**src/design/aafp_pkg.sv**
```systemverilog
// Shared types, character codes and helpers for the angle field parser.
package aafp_pkg;

    localparam logic [7:0] CH_OPEN  = 8'h28;   // '('
    localparam logic [7:0] CH_CLOSE = 8'h29;   // ')'
    localparam logic [7:0] CH_MINUS = 8'h2D;   // '-'
    localparam logic [7:0] CH_SEMI  = 8'h3B;   // ';'
    localparam logic [7:0] CH_ZERO  = 8'h30;   // '0'
    localparam logic [7:0] CH_NINE  = 8'h39;   // '9'

    localparam logic [31:0] MAG_LIMIT   = 32'h7FFF_FFFF;
    localparam logic [4:0]  INDEX_LIMIT = 5'd31;

    localparam logic [1:0] ST_OK        = 2'd0;
    localparam logic [1:0] ST_NO_WINDOW = 2'd1;
    localparam logic [1:0] ST_TOO_MANY  = 2'd2;

    typedef enum logic [2:0] {
        PH_BEFORE = 3'b001,
        PH_INSIDE = 3'b010,
        PH_AFTER  = 3'b100
    } phase_t;

    // One queued command: an optional field and an optional end-of-message step.
    typedef struct packed {
        logic        has_field;
        logic [31:0] field_value;
        logic        field_missing;
        logic [4:0]  field_index;
        logic        has_end;
        logic        no_window;
        logic [4:0]  count_after;   // fields emitted once this item's field is out
    } cmd_t;

    function automatic logic [31:0] apply_sign(input logic [31:0] mag, input logic neg);
        apply_sign = neg ? (32'd0 - mag) : mag;
    endfunction

endpackage

```
**src/design/axis_angle_field_parser.sv**
```systemverilog
// Top level of the angle field parser: parser, command queue and result expander.
//
//  channel  | dir | tdata (low bit up)                        | tuser             | tlast
//  s_axis   | in  | character[7:0]                            | -                 | end_of_message
//  m_axis   | out | angle_value[31:0], field_index[4:0],      | field_valid,      | last_result
//           |     | status[1:0], 1 zero bit                   | is_missing        |
//
// One character is taken per cycle while the queue has room; the parser decides each combinationally.
// A message end expands into up to NUM_AXES + 1 results, one per cycle from the
// expander, so after it the input waits once the QUEUE_DEPTH-entry queue fills.
// Results pass through one output register; a stalled m_axis holds the expander.
// Reset (rst_n low) clears parse state, queue and output valid; no clearing pass.
module axis_angle_field_parser #(
    parameter int NUM_AXES    = 6,
    parameter int QUEUE_DEPTH = 4
) (
    input  logic        clk,
    input  logic        rst_n,
    input  logic        s_axis_tvalid,
    output logic        s_axis_tready,
    input  logic [7:0]  s_axis_tdata,    // character
    input  logic        s_axis_tlast,    // end_of_message
    output logic        m_axis_tvalid,
    input  logic        m_axis_tready,
    output logic [39:0] m_axis_tdata,    // angle_value, field_index, status, zero pad
    output logic [1:0]  m_axis_tuser,    // field_valid, is_missing
    output logic        m_axis_tlast     // last_result
);
    import aafp_pkg::*;

    cmd_t push_cmd;
    cmd_t head_cmd;
    logic push;
    logic full;
    logic pop;
    logic empty;

    aafp_front u_front (
        .clk           (clk),
        .rst_n         (rst_n),
        .s_axis_tvalid (s_axis_tvalid),
        .s_axis_tready (s_axis_tready),
        .s_axis_tdata  (s_axis_tdata),
        .s_axis_tlast  (s_axis_tlast),
        .cmd           (push_cmd),
        .cmd_push      (push),
        .cmd_full      (full)
    );

    aafp_queue #(
        .DEPTH (QUEUE_DEPTH)
    ) u_queue (
        .clk      (clk),
        .rst_n    (rst_n),
        .push     (push),
        .push_cmd (push_cmd),
        .full     (full),
        .pop      (pop),
        .head_cmd (head_cmd),
        .empty    (empty)
    );

    aafp_back #(
        .NUM_AXES (NUM_AXES)
    ) u_back (
        .clk           (clk),
        .rst_n         (rst_n),
        .head_cmd      (head_cmd),
        .head_empty    (empty),
        .head_pop      (pop),
        .m_axis_tvalid (m_axis_tvalid),
        .m_axis_tready (m_axis_tready),
        .m_axis_tdata  (m_axis_tdata),
        .m_axis_tuser  (m_axis_tuser),
        .m_axis_tlast  (m_axis_tlast)
    );

endmodule

```
**src/design/aafp_front.sv**
```systemverilog
// Front end: character parser that turns each item into a queued command.
module aafp_front (
    input  logic          clk,
    input  logic          rst_n,
    input  logic          s_axis_tvalid,
    output logic          s_axis_tready,
    input  logic [7:0]    s_axis_tdata,
    input  logic          s_axis_tlast,
    output aafp_pkg::cmd_t cmd,
    output logic          cmd_push,
    input  logic          cmd_full
);
    import aafp_pkg::*;

    phase_t      phase_reg, phase_next;
    logic [31:0] acc_reg, acc_next;
    logic        neg_reg, neg_next;
    logic        innum_reg, innum_next;
    logic        prev_digit_reg, prev_digit_next;
    logic [4:0]  count_reg, count_next;
    logic        err_reg, err_next;

    logic        accept;
    logic        is_digit;
    logic [34:0] acc_x10;
    logic        opened_last;
    logic        char_field;
    logic        char_missing;
    logic        eom_number;
    logic        emit;

    assign s_axis_tready = !cmd_full;
    assign accept        = s_axis_tvalid && !cmd_full;
    assign is_digit      = (s_axis_tdata >= CH_ZERO) && (s_axis_tdata <= CH_NINE);
    assign acc_x10       = ({3'b000, acc_reg} << 3) + ({3'b000, acc_reg} << 1)
                           + {31'd0, s_axis_tdata[3:0]};

    always_comb
    begin
        phase_next   = phase_reg;
        acc_next     = acc_reg;
        neg_next     = neg_reg;
        innum_next   = innum_reg;
        err_next     = err_reg;
        opened_last  = 1'b0;
        char_field   = 1'b0;
        char_missing = 1'b0;
        eom_number   = 1'b0;

        unique case (phase_reg)
            PH_BEFORE:
            begin
                if (!err_reg) begin
                    if (s_axis_tdata == CH_OPEN) begin
                        phase_next  = PH_INSIDE;
                        opened_last = s_axis_tlast;
                    end else if (s_axis_tdata == CH_CLOSE) begin
                        err_next = 1'b1;
                    end
                end
            end
            PH_INSIDE:
            begin
                if (innum_reg) begin
                    if (is_digit) begin
                        acc_next = (acc_x10 > {3'b000, MAG_LIMIT}) ? MAG_LIMIT
                                                                  : acc_x10[31:0];
                    end else begin
                        // terminator is consumed; ')' still closes the window
                        char_field = 1'b1;
                        innum_next = 1'b0;
                        neg_next   = 1'b0;
                        acc_next   = 32'd0;
                        if (s_axis_tdata == CH_CLOSE)
                            phase_next = PH_AFTER;
                    end
                end else if (is_digit) begin
                    innum_next = 1'b1;
                    neg_next   = 1'b0;
                    acc_next   = {28'd0, s_axis_tdata[3:0]};
                end else if (s_axis_tdata == CH_MINUS) begin
                    innum_next = 1'b1;
                    neg_next   = 1'b1;
                    acc_next   = 32'd0;
                end else if (s_axis_tdata == CH_SEMI) begin
                    if (!prev_digit_reg) begin
                        char_field   = 1'b1;
                        char_missing = 1'b1;
                    end
                end else if (s_axis_tdata == CH_CLOSE) begin
                    phase_next = PH_AFTER;
                end
            end
            PH_AFTER:
            begin
            end
            default:
            begin
                phase_next = PH_BEFORE;
            end
        endcase

        prev_digit_next = is_digit;

        cmd.has_end     = s_axis_tlast;
        cmd.no_window   = (phase_next == PH_BEFORE) || opened_last;
        eom_number      = s_axis_tlast && !cmd.no_window && innum_next;

        emit              = char_field || eom_number;
        cmd.has_field     = emit;
        cmd.field_missing = char_missing;
        cmd.field_index   = count_reg;
        cmd.field_value   = char_missing ? 32'd0
                          : (char_field ? apply_sign(acc_reg, neg_reg)
                                        : apply_sign(acc_next, neg_next));
        count_next        = (emit && (count_reg != INDEX_LIMIT)) ? count_reg + 5'd1
                                                                 : count_reg;
        cmd.count_after   = count_next;

        cmd_push = accept && (emit || s_axis_tlast);

        // end of message returns everything to its reset values
        if (s_axis_tlast) begin
            phase_next      = PH_BEFORE;
            acc_next        = 32'd0;
            neg_next        = 1'b0;
            innum_next      = 1'b0;
            prev_digit_next = 1'b0;
            count_next      = 5'd0;
            err_next        = 1'b0;
        end
    end

    always_ff @(posedge clk or negedge rst_n)
    begin
        if (!rst_n) begin
            phase_reg      <= PH_BEFORE;
            acc_reg        <= 32'd0;
            neg_reg        <= 1'b0;
            innum_reg      <= 1'b0;
            prev_digit_reg <= 1'b0;
            count_reg      <= 5'd0;
            err_reg        <= 1'b0;
        end else if (accept) begin
            phase_reg      <= phase_next;
            acc_reg        <= acc_next;
            neg_reg        <= neg_next;
            innum_reg      <= innum_next;
            prev_digit_reg <= prev_digit_next;
            count_reg      <= count_next;
            err_reg        <= err_next;
        end
    end

endmodule

```
**src/design/aafp_queue.sv**
```systemverilog
// Small register queue between the parser and the result expander.
module aafp_queue #(
    parameter int DEPTH = 4
) (
    input  logic           clk,
    input  logic           rst_n,
    input  logic           push,
    input  aafp_pkg::cmd_t push_cmd,
    output logic           full,
    input  logic           pop,
    output aafp_pkg::cmd_t head_cmd,
    output logic           empty
);
    import aafp_pkg::*;

    localparam int PTR_W = (DEPTH > 1) ? $clog2(DEPTH) : 1;
    localparam int CNT_W = $clog2(DEPTH + 1);

    cmd_t             slots_reg [DEPTH];
    logic [PTR_W-1:0] wr_ptr_reg, wr_ptr_next;
    logic [PTR_W-1:0] rd_ptr_reg, rd_ptr_next;
    logic [CNT_W-1:0] fill_reg, fill_next;
    logic             do_push;
    logic             do_pop;

    assign full     = (fill_reg == CNT_W'(DEPTH));
    assign empty    = (fill_reg == '0);
    assign do_push  = push && !full;
    assign do_pop   = pop && !empty;
    assign head_cmd = slots_reg[rd_ptr_reg];

    always_comb
    begin
        wr_ptr_next = wr_ptr_reg;
        rd_ptr_next = rd_ptr_reg;
        if (do_push)
            wr_ptr_next = (wr_ptr_reg == PTR_W'(DEPTH - 1)) ? '0 : wr_ptr_reg + PTR_W'(1);
        if (do_pop)
            rd_ptr_next = (rd_ptr_reg == PTR_W'(DEPTH - 1)) ? '0 : rd_ptr_reg + PTR_W'(1);
        fill_next = fill_reg;
        if (do_push && !do_pop)
            fill_next = fill_reg + CNT_W'(1);
        else if (do_pop && !do_push)
            fill_next = fill_reg - CNT_W'(1);
    end

    always_ff @(posedge clk or negedge rst_n)
    begin
        if (!rst_n) begin
            wr_ptr_reg <= '0;
            rd_ptr_reg <= '0;
            fill_reg   <= '0;
        end else begin
            wr_ptr_reg <= wr_ptr_next;
            rd_ptr_reg <= rd_ptr_next;
            fill_reg   <= fill_next;
        end
    end

    always_ff @(posedge clk)
    begin
        if (do_push)
            slots_reg[wr_ptr_reg] <= push_cmd;
    end

endmodule

```
**src/design/aafp_back.sv**
```systemverilog
// Back end: expands queued commands into result items behind an output register.
module aafp_back #(
    parameter int NUM_AXES = 6
) (
    input  logic           clk,
    input  logic           rst_n,
    input  aafp_pkg::cmd_t head_cmd,
    input  logic           head_empty,
    output logic           head_pop,
    output logic           m_axis_tvalid,
    input  logic           m_axis_tready,
    output logic [39:0]    m_axis_tdata,   // angle_value, field_index, status, zero pad
    output logic [1:0]     m_axis_tuser,   // field_valid, is_missing
    output logic           m_axis_tlast    // last_result
);
    import aafp_pkg::*;

    localparam int OFF_W = $clog2(NUM_AXES + 1);

    logic             field_done_reg, field_done_next;
    logic [OFF_W-1:0] pad_off_reg, pad_off_next;
    logic             out_valid_reg, out_valid_next;
    logic [39:0]      out_data_reg, out_data_next;
    logic [1:0]       out_user_reg, out_user_next;
    logic             out_last_reg, out_last_next;

    logic             load;
    logic             advance;
    logic [5:0]       pad_sum;
    logic             g_valid_field;
    logic [31:0]      g_value;
    logic             g_missing;
    logic [4:0]       g_index;
    logic [1:0]       g_status;
    logic             g_last;
    logic             g_pop;

    assign load    = !out_valid_reg || m_axis_tready;
    assign advance = load && !head_empty;
    assign pad_sum = 6'(head_cmd.count_after) + 6'(pad_off_reg);

    always_comb
    begin
        g_valid_field   = 1'b0;
        g_value         = 32'd0;
        g_missing       = 1'b0;
        g_index         = 5'd0;
        g_status        = ST_OK;
        g_last          = 1'b0;
        g_pop           = 1'b0;
        field_done_next = field_done_reg;
        pad_off_next    = pad_off_reg;

        if (head_cmd.has_field && !field_done_reg) begin
            g_valid_field   = 1'b1;
            g_value         = head_cmd.field_value;
            g_missing       = head_cmd.field_missing;
            g_index         = head_cmd.field_index;
            g_pop           = !head_cmd.has_end;
            field_done_next = head_cmd.has_end;
        end else if (head_cmd.no_window) begin
            g_status = ST_NO_WINDOW;
            g_last   = 1'b1;
            g_pop    = 1'b1;
        end else if (pad_sum < 6'(NUM_AXES)) begin
            // pad up to the axis count with missing fields
            g_valid_field = 1'b1;
            g_missing     = 1'b1;
            g_index       = pad_sum[4:0];
            pad_off_next  = pad_off_reg + OFF_W'(1);
        end else begin
            g_status = (head_cmd.count_after > 5'(NUM_AXES)) ? ST_TOO_MANY : ST_OK;
            g_last   = 1'b1;
            g_pop    = 1'b1;
        end

        if (g_pop) begin
            field_done_next = 1'b0;
            pad_off_next    = '0;
        end

        head_pop       = advance && g_pop;
        out_valid_next = out_valid_reg;
        out_data_next  = out_data_reg;
        out_user_next  = out_user_reg;
        out_last_next  = out_last_reg;
        if (load) begin
            out_valid_next = !head_empty;
            out_data_next  = {1'b0, g_status, g_index, g_value};
            out_user_next  = {g_missing, g_valid_field};
            out_last_next  = g_last;
        end
    end

    always_ff @(posedge clk or negedge rst_n)
    begin
        if (!rst_n) begin
            field_done_reg <= 1'b0;
            pad_off_reg    <= '0;
            out_valid_reg  <= 1'b0;
        end else begin
            out_valid_reg <= out_valid_next;
            if (advance) begin
                field_done_reg <= field_done_next;
                pad_off_reg    <= pad_off_next;
            end
        end
    end

    always_ff @(posedge clk)
    begin
        out_data_reg <= out_data_next;
        out_user_reg <= out_user_next;
        out_last_reg <= out_last_next;
    end

    assign m_axis_tvalid = out_valid_reg;
    assign m_axis_tdata  = out_data_reg;
    assign m_axis_tuser  = out_user_reg;
    assign m_axis_tlast  = out_last_reg;

endmodule

```
**config.mk**
```make
export PLATFORM = sky130hd
export DESIGN_NAME = axis_angle_field_parser
export DESIGN_NICKNAME = d
export VERILOG_FILES = /design/src/design/aafp_pkg.sv /design/src/design/axis_angle_field_parser.sv /design/src/design/aafp_front.sv /design/src/design/aafp_queue.sv /design/src/design/aafp_back.sv
export SDC_FILE = /design/constraint.sdc
export NUM_CORES = 1
export LEC_CHECK = 0
export ABC_AREA = 1
export BUFFER_PORTS_ARGS = -buffer_cell sky130_fd_sc_hd__buf_2
export CAP_MARGIN = 20
export CORE_MARGIN = 5
export CORE_UTILIZATION = 55
export DETAILED_ROUTE_END_ITERATION = 10
export GPL_TIMING_DRIVEN = 0
export PLACE_DENSITY = 0.75
export SYNTH_ARGS = -nofsm -noshare
export SYNTH_HDL_FRONTEND = slang
export SYNTH_SLANG_ARGS = --single-unit
```
**constraint.sdc**
```tcl
create_clock -name clk -period 4.1 [get_ports clk]
set_input_delay 0.205 -clock clk [delete_from_list [all_inputs] [get_ports clk]]
set_output_delay 0.205 -clock clk [all_outputs]
set_load 0.05 [all_outputs]
```
==> impl_metrics.env <==
export IMPL_status="finished, violations left"
export IMPL_failing_checks="negative setup slack"
export IMPL_tritoncts_clock_tree="built"
export IMPL_globalplace_congestion=0.928
export IMPL_clock_latency_ns=0.54
export IMPL_critical_path_slowest_cell="sky130_fd_sc_hd__fa_2"
export IMPL_fillCellCount=2316
export IMPL_worstReg2RegStart="u_front.acc_reg[0]"
export IMPL_synth_largest_area_cell="sky130_fd_sc_hd__edfxtp_1"
export IMPL_hp_class="in2reg"
export IMPL_cts_root_buf="sky130_fd_sc_hd__clkbuf_16"
export IMPL_netlist_cell_type_count=57
export IMPL_cts_htree_levels=1
export IMPL_cts_inserted_buffers=27
export IMPL_die_area_mm2=0.0339
export IMPL_ir_worst_vdd_uv=313
export IMPL_grt_total_usage=0.264
export IMPL_largest_register_ff_count=184
export IMPL_synth_fp_nets=2057
export IMPL_setup_violations_final=96
export IMPL_postSynth_topFlopCell="sky130_fd_sc_hd__edfxtp_1"
export IMPL_grt_setup_unrepaired="true"
export IMPL_synth_area_leaders="sky130_fd_sc_hd__edfxtp_1 (41%), sky130_fd_sc_hd__nand2_1 (8.7%), sky130_fd_sc_hd__dfrtp_1 (8.3%)"
export IMPL_layout_setup_ws_ns=-0.166
export IMPL_drt_iter0_markers=1692
export IMPL_post_drt_wl_per_cell_um=18.1
export IMPL_yosysMostFrequentCell="sky130_fd_sc_hd__nand2_1"
export IMPL_slew_limit_headroom=0.373
export IMPL_final_period_minus_worst_setup_slack_ns=4.27
export IMPL_placement_rows=63
export IMPL_syn_avg_cell_area_um2=8.49
export IMPL_ys_seq_area_frac=0.491
export IMPL_io_pins=58
export IMPL_antennaDiodeCount=0
export IMPL_final_hold_violation_count=0
export IMPL_reg_to_reg_endpoint="u_queue.slots_reg[1][35]"
export IMPL_slew_at_the_pin_with_the_worst_max_slew_slack_ns=0.936
export IMPL_antenna_found_initial=0
export IMPL_antenna_left=0
export IMPL_drt_total_wl_um=45800
export IMPL_min_period_over_period=1.04
export IMPL_grt_first_pass_wirelength_um=71600
export IMPL_leakagePower_uw=0.00912
export IMPL_cpPeakStageDelay_ns=0.47
export IMPL_postSynthRegisterBits=282
export IMPL_worstRegToRegCells=30
export IMPL_critPathArrivalTime_ns=4.54
export IMPL_cts_clk_slew_worst_paths_ns=0.07
export IMPL_num_nets_final=2220
export IMPL_yosys_warnings=0
export IMPL_fmax_mhz=234
export IMPL_post_synth_top_area_fraction=0.407
export IMPL_clk_path_buf_depth=3
export IMPL_postSynth_asyncResetShare=0.199
export IMPL_critical_path_top_cell_by_count="sky130_fd_sc_hd__nand2_2"
export IMPL_cts_num_sinks=282
export IMPL_required_ns=4.38
export IMPL_place_hpwl_um=32600
export IMPL_power_density_mw_per_mm2=497
export IMPL_core_area_mm2=0.0298
export IMPL_drive_gt1_frac=0.208
export IMPL_end_kind="register"
export IMPL_die_height_um=184
export IMPL_drv_slew=0
export IMPL_stdcell_count=2537
export IMPL_timing_worst_setup_path_type="reg2reg"
export IMPL_worst_clock_skew_ns=0.0187
export IMPL_number_of_global_route_vias_before_repair=13691
export IMPL_drt_drc_violations_left=0
export IMPL_post_place_cells=2415
export IMPL_worst_r2r_setup_slack_ns=-0.17
export IMPL_drv_max_cap_violation_count=0
export IMPL_post_synth_instance_area_mm2=0.0167
export IMPL_startpoint_type="register"
export IMPL_via_count=14415
export IMPL_grt_overflow_total=0
export IMPL_grt_max_degree=44
export IMPL_worstHoldPathCells=2
export IMPL_drt_vias_per_instance=5.68
export IMPL_worst_hold_startpoint="s_axis_tlast"
export IMPL_port_buffer_count=56
export IMPL_layout_area_overhead_vs_synth_pct=18.7
export IMPL_synth_cells=1963
export IMPL_synth_commonest_cells="sky130_fd_sc_hd__nand2_1 (388), sky130_fd_sc_hd__nor2_1 (298), sky130_fd_sc_hd__inv_1 (233), sky130_fd_sc_hd__edfxtp_1 (226), sky130_fd_sc_hd__o21ai_0 (144)"
export IMPL_initial_utilization=0.559
export IMPL_preCtsSetupSlack_ns=-0.897
export IMPL_floorplan_die_width_um=184
export IMPL_critical_path_peak_fanout=6
export IMPL_min_delay_worst_endpoint="u_front.acc_reg[31]"
export IMPL_number_of_synthesized_flops_with_an_enable_pin=226
export IMPL_detail_route_first_pass_iterations=6
==> per-stage QoR <==
step	power (uW)	hold WS, ns	TNS (ns)	cell area [um^2]	util
after floorplan	6280	-0.0906	0	16700	-
after global placement	7170	0.503	-364.65	17400	0.585
after detailed placement	7300	0.271	-71.38	17600	0.590
after CTS	9750	0.0499	-0.717	19300	0.646
after global routing	10300	0.0546	-25.19	19800	0.664
final	9820	0.0776	-9.50	19800	0.664
==> cell families after synthesis <==
| logic type | count (synthesis) | share of synthesized area |
|---|---|---|
| AO/OA/AOI/OAI | 365 | 0.126 |
| XOR/XNOR | 41 | 0.0216 |
| flip-flops | 282 | 0.491 |
| buffers and inverters | 314 | 0.0742 |
| adder cells (fa/ha/maj) | 81 | 0.0626 |
| AND/OR/NAND/NOR | 879 | 0.224 |
| other | 1 | 0.000225 |
==> worst max-delay path: cells and delay by family (launching register included) <==
kind	cells	cell delay [ns]
buf+inv	6	0.69
fa+ha+maj	2	0.84
simple gates	22	2.02
flops	1	0.44
==> layout make-up <==
class	instances	area, um^2	share of cell area
Sequential cell	282	8210	0.415
Tap cell	390	488	0.0247
Clock buffer	33	698	0.0353
Timing Repair Buffer	136	970	0.0490
Buffer	70	347	0.0175
Clock inverter	17	149	0.00753
Multi-Input combinational cell	1367	8010	0.405
Inverter	242	917	0.0464
==> report_power, final <==
group	internal [uW]	switching [uW]	leakage, uW	total (uW)
registers	3640	126	0.00288	3760
logic	980	2710	0.00582	3690
clock network	1350	1030	0.000420	2380
==> how the worst max path moves through the flow <==
stage	startpoint	to	cells past startpoint
finish	u_front.acc_reg[0]	u_queue.slots_reg[1][35]	30
global route	u_front.acc_reg[0]	u_queue.slots_reg[1][35]	30
CTS	u_front.acc_reg[0]	u_queue.slots_reg[2][35]	30
detailed placement	u_front.acc_reg[0]	u_queue.slots_reg[1][31]	29
global placement	u_front.phase_reg[2]	u_queue.slots_reg[0][34]	5
floorplan	u_front.acc_reg[0]	u_queue.slots_reg[0][31]	29
==> layer usage <==
layer | global-route usage | routed length [um] | up-vias
met5 | 0 | 0 | -
met4 | 0.0819 | 1400 | 0
met3 | 0.0208 | 3150 | 85
met2 | 0.456 | 22200 | 613
met1 | 0.357 | 19000 | 6784
li1 | - | - | 6933
==> cells in the final DEF, fill, tap and decap left out, drive strengths merged, types with 3 or more instances in the layout <==
cell      n
nand2   403
nor2    308
inv     242
edfxtp  226
o21ai   162
buf     159
a21oi   119
nand3   101
clkbuf   79
ha       77
dfrtp    55
o22ai    43
nor3     26
xor2     24
nand4    17
xnor2    17
clkinv   14
a31oi    10
or2       7
nand3b    5
o211ai    4
and2      4
nor4      4
fa        4
and3      3
o32ai     3
a22oi     3
o31ai     3
o21bai    3
==> repair_timing <==
item                                   4_1_cts  5_1_grt
setup buffers                               47       24
gates cloned                                 2        0
endpoints found under the hold margin       25        0
resized for setup                          127      118
hold buffers                                 1        0
setup endpoints to repair                  126      130
pin swaps                                   61       60
Power figures use the tool's default switching activity.
